--- src/rtl/assert_macros.svh ---
// Assertion helpers shared by spq_datapath and spq_ctrl.
// All three expect a clock named clk and an active-low reset named arst_n in scope.
`ifndef ASSERT_MACROS_SVH
`define ASSERT_MACROS_SVH

// Property that must hold at every clock edge outside reset
`define SPQ_ASSERT(label, prop, msg) \
	label: assert property (@(posedge clk) disable iff (!arst_n) (prop)) else $error(msg);

// Same-cycle implication
`define SPQ_ASSERT_IMPL(label, ante, cons, msg) \
	label: assert property (@(posedge clk) disable iff (!arst_n) (ante) |-> (cons)) \
		else $error(msg);

// Next-cycle implication
`define SPQ_ASSERT_NEXT(label, ante, cons, msg) \
	label: assert property (@(posedge clk) disable iff (!arst_n) (ante) |=> (cons)) \
		else $error(msg);

`endif

--- src/rtl/spq_pkg.sv ---
`default_nettype none

package spq_pkg;

	// Field widths
	localparam int OP_W           = 2;
	localparam int ID_WIDTH       = 16;
	localparam int PRIORITY_WIDTH = 16;
	localparam int STATUS_W       = 2;
	localparam int HELD_W         = 5;

	// At most this many results for one list request
	localparam int MAX_RESULTS = 16;

	// Request operations
	localparam logic [OP_W-1:0] OP_INSERT = 2'd0;
	localparam logic [OP_W-1:0] OP_REMOVE = 2'd1;
	localparam logic [OP_W-1:0] OP_LIST   = 2'd2;

	// Result status codes
	localparam logic [STATUS_W-1:0] ST_DONE  = 2'd0;
	localparam logic [STATUS_W-1:0] ST_FULL  = 2'd1;
	localparam logic [STATUS_W-1:0] ST_EMPTY = 2'd2;

	typedef struct packed {
		logic [OP_W-1:0]           op;
		logic [ID_WIDTH-1:0]       entry_id;
		logic [PRIORITY_WIDTH-1:0] priority_req;
	} req_t;

	typedef struct packed {
		logic [ID_WIDTH-1:0]       entry_id_res;
		logic [PRIORITY_WIDTH-1:0] priority_res;
		logic [STATUS_W-1:0]       status;
		logic [HELD_W-1:0]         held;
		logic                      last;
	} res_t;

	// Controller to datapath
	typedef struct packed {
		logic                take;       // latch request, clear list index
		logic                ins;        // sorted insert of the latched entry
		logic                rem;        // shift all slots towards the front
		logic                rot;        // rotate held slots by one, advance list index
		logic                ld_res;     // load the result register
		logic                res_data;   // result carries slot 0 contents
		logic [STATUS_W-1:0] res_status;
		logic                res_last;
	} cmd_t;

	// Datapath to controller
	typedef struct packed {
		logic [OP_W-1:0] op;
		logic            empty;
		logic            full;
		logic            list_emit;  // current list position still produces a result
		logic            list_last;  // current list position is the final result
		logic            list_end;   // current list position is the final held entry
	} stat_t;

endpackage

`default_nettype wire

--- src/rtl/spq_datapath.sv ---
`default_nettype none

module spq_datapath #(
	parameter int CAPACITY = 16
) (
	input  wire logic           clk,
	input  wire logic           arst_n,
	input  wire spq_pkg::req_t  req,
	input  wire spq_pkg::cmd_t  cmd,
	output spq_pkg::stat_t      stat,
	output spq_pkg::res_t       res
);

	`include "assert_macros.svh"

	localparam int CW = $clog2(CAPACITY + 1);
	localparam int IW = $clog2(CAPACITY);

	spq_pkg::req_t                        req_q;
	spq_pkg::res_t                        res_q;
	logic [spq_pkg::ID_WIDTH-1:0]         slot_id_q  [CAPACITY];
	logic [spq_pkg::PRIORITY_WIDTH-1:0]   slot_pri_q [CAPACITY];
	logic [CAPACITY-1:0]                  ge;
	logic [CW-1:0]                        count_q;
	logic [CW-1:0]                        count_nx;
	logic [IW-1:0]                        idx_q;
	logic [CW-1:0]                        idx_p1;

	// Request register
	always_ff @(posedge clk) begin
		if (cmd.take) begin
			req_q <= req;
		end
	end

	// Held count
	always_comb begin
		count_nx = count_q;
		if (cmd.ins) begin
			count_nx = count_q + CW'(1);
		end else if (cmd.rem) begin
			count_nx = count_q - CW'(1);
		end
	end

	always_ff @(posedge clk or negedge arst_n) begin
		if (!arst_n) begin
			count_q <= '0;
		end else begin
			count_q <= count_nx;
		end
	end

	// List position
	always_ff @(posedge clk or negedge arst_n) begin
		if (!arst_n) begin
			idx_q <= '0;
		end else if (cmd.take) begin
			idx_q <= '0;
		end else if (cmd.rot) begin
			idx_q <= idx_q + IW'(1);
		end
	end

	assign idx_p1 = CW'(idx_q) + CW'(1);

	// Slot cells: each compares itself against the new priority and
	// takes its new value from itself, a neighbour or the request
	for (genvar i = 0; i < CAPACITY; i++) begin : g_slot
		assign ge[i] = (CW'(i) < count_q) && (slot_pri_q[i] >= req_q.priority_req);

		always_ff @(posedge clk) begin
			if (cmd.ins) begin
				if (!ge[i]) begin
					if (i == 0) begin
						slot_id_q[i]  <= req_q.entry_id;
						slot_pri_q[i] <= req_q.priority_req;
					end else if (ge[(i == 0) ? 0 : i-1]) begin
						slot_id_q[i]  <= req_q.entry_id;
						slot_pri_q[i] <= req_q.priority_req;
					end else begin
						slot_id_q[i]  <= slot_id_q[(i == 0) ? 0 : i-1];
						slot_pri_q[i] <= slot_pri_q[(i == 0) ? 0 : i-1];
					end
				end
			end else if (cmd.rem) begin
				if (i < CAPACITY - 1) begin
					slot_id_q[i]  <= slot_id_q[(i < CAPACITY - 1) ? i+1 : i];
					slot_pri_q[i] <= slot_pri_q[(i < CAPACITY - 1) ? i+1 : i];
				end
			end else if (cmd.rot) begin
				// last held slot wraps round to the front entry
				if ((i == CAPACITY - 1) || (CW'(i) + CW'(1) == count_q)) begin
					slot_id_q[i]  <= slot_id_q[0];
					slot_pri_q[i] <= slot_pri_q[0];
				end else begin
					slot_id_q[i]  <= slot_id_q[(i < CAPACITY - 1) ? i+1 : i];
					slot_pri_q[i] <= slot_pri_q[(i < CAPACITY - 1) ? i+1 : i];
				end
			end
		end
	end

	// Result register
	always_ff @(posedge clk) begin
		if (cmd.ld_res) begin
			res_q.entry_id_res <= cmd.res_data ? slot_id_q[0]  : '0;
			res_q.priority_res <= cmd.res_data ? slot_pri_q[0] : '0;
			res_q.status       <= cmd.res_status;
			res_q.held         <= spq_pkg::HELD_W'(count_nx);
			res_q.last         <= cmd.res_last;
		end
	end

	assign res = res_q;

	// Status to controller
	always_comb begin
		stat.op        = req_q.op;
		stat.empty     = (count_q == '0);
		stat.full      = (count_q == CW'(CAPACITY));
		stat.list_emit = (32'(idx_q) < spq_pkg::MAX_RESULTS);
		stat.list_end  = (idx_p1 == count_q);
		stat.list_last = (idx_p1 == count_q) || (32'(idx_p1) == spq_pkg::MAX_RESULTS);
	end

	`SPQ_ASSERT(a_count_bound, count_q <= CW'(CAPACITY), "held count beyond capacity")
	`SPQ_ASSERT_IMPL(a_ins_room, cmd.ins, count_q != CW'(CAPACITY), "insert into full queue")
	`SPQ_ASSERT_NEXT(a_rem_count, cmd.rem, count_q == $past(count_q) - CW'(1),
		"remove did not drop held count")

endmodule

`default_nettype wire

--- src/rtl/spq_ctrl.sv ---
`default_nettype none

module spq_ctrl (
	input  wire logic                     clk,
	input  wire logic                     arst_n,
	input  wire logic                     req_valid,
	input  wire logic [spq_pkg::OP_W-1:0] req_op,
	output logic                          req_ready,
	output logic                          res_valid,
	input  wire logic                     res_ready,
	input  wire spq_pkg::stat_t           stat,
	output spq_pkg::cmd_t                 cmd
);

	`include "assert_macros.svh"

	localparam logic [1:0] S_IDLE = 2'd0;
	localparam logic [1:0] S_EXEC = 2'd1;
	localparam logic [1:0] S_LIST = 2'd2;

	logic [1:0] state_q;
	logic [1:0] state_nx;
	logic       res_valid_q;
	logic       out_free;

	assign out_free  = !res_valid_q || res_ready;
	assign req_ready = (state_q == S_IDLE);
	assign res_valid = res_valid_q;

	// Sequencer
	always_comb begin
		cmd            = '0;
		cmd.res_status = spq_pkg::ST_DONE;
		state_nx       = state_q;
		unique case (state_q)
			S_IDLE: begin
				cmd.take = req_valid;
				if (req_valid && (req_op == spq_pkg::OP_INSERT ||
						req_op == spq_pkg::OP_REMOVE || req_op == spq_pkg::OP_LIST)) begin
					state_nx = S_EXEC;
				end
			end
			S_EXEC: begin
				if (out_free) begin
					state_nx     = S_IDLE;
					cmd.ld_res   = 1'b1;
					cmd.res_last = 1'b1;
					unique case (stat.op)
						spq_pkg::OP_INSERT: begin
							if (stat.full) begin
								cmd.res_status = spq_pkg::ST_FULL;
							end else begin
								cmd.ins = 1'b1;
							end
						end
						spq_pkg::OP_REMOVE: begin
							if (stat.empty) begin
								cmd.res_status = spq_pkg::ST_EMPTY;
							end else begin
								cmd.rem      = 1'b1;
								cmd.res_data = 1'b1;
							end
						end
						spq_pkg::OP_LIST: begin
							if (stat.empty) begin
								cmd.res_status = spq_pkg::ST_EMPTY;
							end else begin
								cmd.ld_res   = 1'b0;
								cmd.res_last = 1'b0;
								state_nx     = S_LIST;
							end
						end
						default: begin
							cmd.ld_res   = 1'b0;
							cmd.res_last = 1'b0;
						end
					endcase
				end
			end
			S_LIST: begin
				// entries past the result limit still rotate to restore order
				if (!stat.list_emit || out_free) begin
					cmd.rot = 1'b1;
					if (stat.list_emit) begin
						cmd.ld_res   = 1'b1;
						cmd.res_data = 1'b1;
						cmd.res_last = stat.list_last;
					end
					if (stat.list_end) begin
						state_nx = S_IDLE;
					end
				end
			end
			default: begin
				state_nx = S_IDLE;
			end
		endcase
	end

	always_ff @(posedge clk or negedge arst_n) begin
		if (!arst_n) begin
			state_q <= S_IDLE;
		end else begin
			state_q <= state_nx;
		end
	end

	// Output valid flag
	always_ff @(posedge clk or negedge arst_n) begin
		if (!arst_n) begin
			res_valid_q <= 1'b0;
		end else if (cmd.ld_res) begin
			res_valid_q <= 1'b1;
		end else if (res_ready) begin
			res_valid_q <= 1'b0;
		end
	end

	`SPQ_ASSERT_IMPL(a_no_overwrite, cmd.ld_res, !res_valid_q || res_ready,
		"result overwritten before taken")
	`SPQ_ASSERT(a_one_update, $onehot0({cmd.ins, cmd.rem, cmd.rot}), "conflicting slot updates")
	`SPQ_ASSERT_IMPL(a_list_held, state_q == S_LIST, !stat.empty, "listing an empty queue")

endmodule

`default_nettype wire

--- src/rtl/stable_priority_queue.sv ---
// Insert and remove: the request is latched in S_IDLE and the result registered from S_EXEC
// once the result port is free; no new request is taken until the block is back in S_IDLE.
// List: one slot rotation per cycle for N held entries (one result each for the first 16),
// slowed only by a stalled result port.
// Reset (arst_n low) empties the queue and the result port; slot contents are not cleared.
`default_nettype none

module stable_priority_queue #(
	parameter int CAPACITY = 16
) (
	input  wire logic          clk,
	input  wire logic          arst_n,
	input  wire logic          req_valid,
	output logic               req_ready,
	input  wire spq_pkg::req_t req,
	output logic               res_valid,
	input  wire logic          res_ready,
	output spq_pkg::res_t      res
);

	spq_pkg::cmd_t  cmd;
	spq_pkg::stat_t stat;

	spq_ctrl u_ctrl (
		.clk       (clk),
		.arst_n    (arst_n),
		.req_valid (req_valid),
		.req_op    (req.op),
		.req_ready (req_ready),
		.res_valid (res_valid),
		.res_ready (res_ready),
		.stat      (stat),
		.cmd       (cmd)
	);

	spq_datapath #(
		.CAPACITY (CAPACITY)
	) u_datapath (
		.clk    (clk),
		.arst_n (arst_n),
		.req    (req),
		.cmd    (cmd),
		.stat   (stat),
		.res    (res)
	);

endmodule

`default_nettype wire

--- config.mk ---
export PLATFORM = sky130hd
export DESIGN_NAME = stable_priority_queue
export DESIGN_NICKNAME = d
export VERILOG_FILES = /design/src/rtl/spq_pkg.sv /design/src/rtl/spq_datapath.sv /design/src/rtl/spq_ctrl.sv /design/src/rtl/stable_priority_queue.sv
export VERILOG_INCLUDE_DIRS = /design/src /design/src/rtl
export SDC_FILE = /design/constraint.sdc
export NUM_CORES = 2
export LEC_CHECK = 0
export ABC_AREA = 1
export BUFFER_PORTS_ARGS = -buffer_cell sky130_fd_sc_hd__buf_4
export CORE_UTILIZATION = 32
export CTS_CLUSTER_DIAMETER = 30
export CTS_CLUSTER_SIZE = 40
export DETAILED_ROUTE_END_ITERATION = 8
export GPL_ROUTABILITY_DRIVEN = 0
export MAX_ROUTING_LAYER = met4
export RECOVER_POWER = 25
export SYNTH_ARGS = -nofsm -noshare
export SYNTH_HDL_FRONTEND = slang
export SYNTH_HIERARCHICAL = 1
export SYNTH_SLANG_ARGS = --single-unit
--- constraint.sdc ---
create_clock -name clk -period 7.22 [get_ports clk]
set_input_delay 0.722 -clock clk [delete_from_list [all_inputs] [get_ports clk]]
set_output_delay 0.722 -clock clk [all_outputs]
set_load 0.005 [all_outputs]
==> out/metrics.cfg <==
[timing]
fin_ws_ns=1.32
fin_crit_sh=0.818
fmax_mhz=169
finalSetupTns_ns=0
slew_headroom=-1.14
skew_ns=0.0246
worst_slew_pin_slew_ns=3.21
min_period_ns=5.90
hold_viol_final=0
rsz0062_at_grt=false
finalSetupViolations=0
whs_ns=0.149
maxSlewViolCount=343

[yosys]
ys_warn_count=6
yosys-top-cells-count=nand2_1 (1,467), nor2_1 (945), edfxtp_1 (586), inv_1 (498), o21ai_0 (427)
yosysSeqAreaShare=0.395
async_flop_share=0.0201
synth_cell_type_count=47
syn_nets=6509
synth-seq-cells=598
synth_area_leaders=edfxtp_1 (39%), nand2_1 (12%), nor2_1 (7.8%)
yosysTopAreaCellShare=0.388
synth_most_common_cell=nand2_1
avgSynthCellArea_um2=7.31
syn_inst=6201
synth_top_area_cell=edfxtp_1
synth_ff_type=edfxtp_1
syn_area_um2=45300
synth-edff-count=586

[detailed_routing]
vias=47400
drcViolationCount=0
avgViaCountPerCell=5.83
wl_per_cell_um=24.4
finalWirelength_mm=199
drt_iter0_markers=7824
dr.pass1.iters=7
postRouteAntennaNets=0

[global_route]
antenna_found_initial=3
grt-ovfl-total=0
grt_pass1_vias=43900
grt_max_degree=165
grt_pass1_wl_mm=290
grt.total_usage=0.278

[clock_network]
root_buffer=clkbuf_16
cts_tree=done
cts_buffers=151
clk_pin_slew_ns=0.05
cts_max_level=4
post_cts_buffers=0
cts_num_sinks=598
clock_path_buffers=3
clk_latency_ns=0.78

[worst_setup_path]
path_cells=nor2_1, inv_1, nor2_1, inv_1, nor2_1, inv_1, nand3_1, inv_1, inv_1, a21oi_1, buf_4, or2_0, buf_4
crit_end=u_datapath/slot_pri_q[6][10]$_DFFE_PP_
path_max_fanout=54
slowest_delay_ns=1.32
r2r_slack_ns=1.32
startpoint=u_datapath/count_q[4]$_DFF_PN0_
ff2ff_path_depth=13
cpLargestDelayFamily=buffers and inverters
path_class=flip-flop to flip-flop
cp_slowest_cell=or2_0
cp-start-kind=flip-flop
path_buf_inv=7
worstSetupEndpointType=flip-flop
cp.required_ns=7.63
reg2reg_from=u_datapath/count_q[4]$_DFF_PN0_
cp.depth=13
crit_top_cell=inv_1
cp.arrival_ns=6.31
r2r_end=u_datapath/slot_pri_q[6][10]$_DFFE_PP_

[power]
p_sw_uw=13000
p_total_uw=27300
pwr-share-seq=0.314
combPwrFrac=0.438
p_per_area_nw_per_um2=521
clock_power_share=0.248
intPower_uw=14400
swShare=0.475
p_leak_uw=0.0233
vdd.ir_drop.worst_mv=0.329

[final_layout]
register_area_um2=17900
drive_gt1_frac=0.0838
nFillCells=14300
multi_input_area_um2=23700
nets=6449
syn_to_final_growth_pct=15.7
utilization=0.374

[place]
io_buffers=79
place_hpwl_mm=128
post-place-ws_ns=2.16

[floorplanning]
num_rows=137
initial_core_util=0.324
ios=80
die_width_um=378
die_area_um2=143000
core_area_um2=140000
die_y_um=378

[hold_path]
hp-class=input port to flip-flop

[outcome]
violations=max-capacitance violations, max-slew violations
outcome=finished with violations

[flow_run]
maxCapViolations=8

-- power groups by stage --
| stage | clock, uW | sequential (uW) | combinational (uW) |
|---|---|---|---|
| floorplan | 0 | 7410 | 7900 |
| global placement | 0 | 8420 | 11400 |
| detailed placement | 0 | 8420 | 11600 |
| CTS | 6820 | 8400 | 11700 |
| global route | 6970 | 8640 | 13000 |
| finish | 6790 | 8590 | 12000 |
-- layout by cell type, fill, tap and decap left out, types with 26 or more instances in the layout --
master / netlist / layout
o21ai_1: 81 / 81
nand3_1: 411 / 409
a21oi_1: 400 / 399
clkinv_1: 1 / 26
inv_1: 498 / 498
clkinv_2: 0 / 26
clkbuf_1: 201 / 40
edfxtp_1: 586 / 586
clkbuf_16: 0 / 153
o21bai_1: 137 / 137
o211ai_1: 32 / 32
buf_4: 13 / 118
nor2_1: 945 / 946
o22ai_1: 123 / 123
clkbuf_4: 0 / 58
nand2_1: 1467 / 1458
nand4_1: 250 / 250
o21ai_0: 427 / 426
ha_1: 270 / 270
-- layer usage --
layer | GRT usage | up-vias | part of all wire
li1 | - | 20900 | -
met1 | 0.349 | 22000 | 0.38
met2 | 0.409 | 3677 | 0.43
met3 | 0.0632 | 767 | 0.13
met4 | 0.160 | 0 | 0.065
met5 | - | - | 0
-- final cells by class --
| class | count | share of cell area |
|---|---|---|
| antenna | 1 | 0.0000477 |
| clock buffer | 167 | 0.0740 |
| clock inverter | 107 | 0.0214 |
| inverter | 527 | 0.0380 |
| multi-input combinational | 4656 | 0.452 |
| sequential | 598 | 0.341 |
| tap | 1876 | 0.0448 |
| timing repair buffer | 207 | 0.0288 |
-- flip-flops by register name (all words and copies together), names as in the netlist --
signal	flops
u_datapath/req_q	32
u_datapath/slot_id_q	256
u_datapath/res	40
u_datapath/idx_q	4
u_ctrl/res_valid	1
u_ctrl/state_q	2
u_datapath/stat	2
u_datapath/count_q	5
u_datapath/slot_pri_q	256
-- worst min path at each step --
| stage | startpoint | end | slack, ns | cells after the start |
|---|---|---|---|---|
| finish | req[23] | u_datapath/req_q[23]$_DFFE_PP_ | 0.15 | 1 |
| detailed placement | u_ctrl/state_q[1]$_DFFE_PN0P_ | u_ctrl/state_q[1]$_DFFE_PN0P_ | 0.50 | 2 |
| global placement | u_ctrl/state_q[1]$_DFFE_PN0P_ | u_ctrl/state_q[1]$_DFFE_PN0P_ | 0.49 | 2 |
| floorplan | arst_n | u_ctrl/res_valid$_DFFE_PN0P_ | 0.43 | 0 |
| global route | req[19] | u_datapath/req_q[19]$_DFFE_PP_ | 0.12 | 1 |
| CTS | req[23] | u_datapath/req_q[23]$_DFFE_PP_ | 0.09 | 1 |
-- stage by stage --
stage	instance area, um2	instances
floorplan	45300	6201
global placement	47600	7863
detailed placement	47600	7863
CTS	52600	8138
global route	52400	8139
finish	52400	8139
-- what timing repair did --
action                     4_1_cts  5_1_grt
hold endpoints to repair        12        0
gates resized for setup          0        0
hold buffers                     1        0
setup endpoints to repair        0        0
-- cell families after synthesis --
family | count (synthesis) | share of synthesized area
AOI/OAI and AO/OA | 1208 | 0.147
xor gates and xnor gates | 9 | 0.00174
adders and majority gates | 270 | 0.0745
buffers and inverters | 947 | 0.0852
DFF | 598 | 0.395
other | 1 | 0.0000827
and+or+nand+nor | 3168 | 0.297
(Power assumes the default switching activity.)
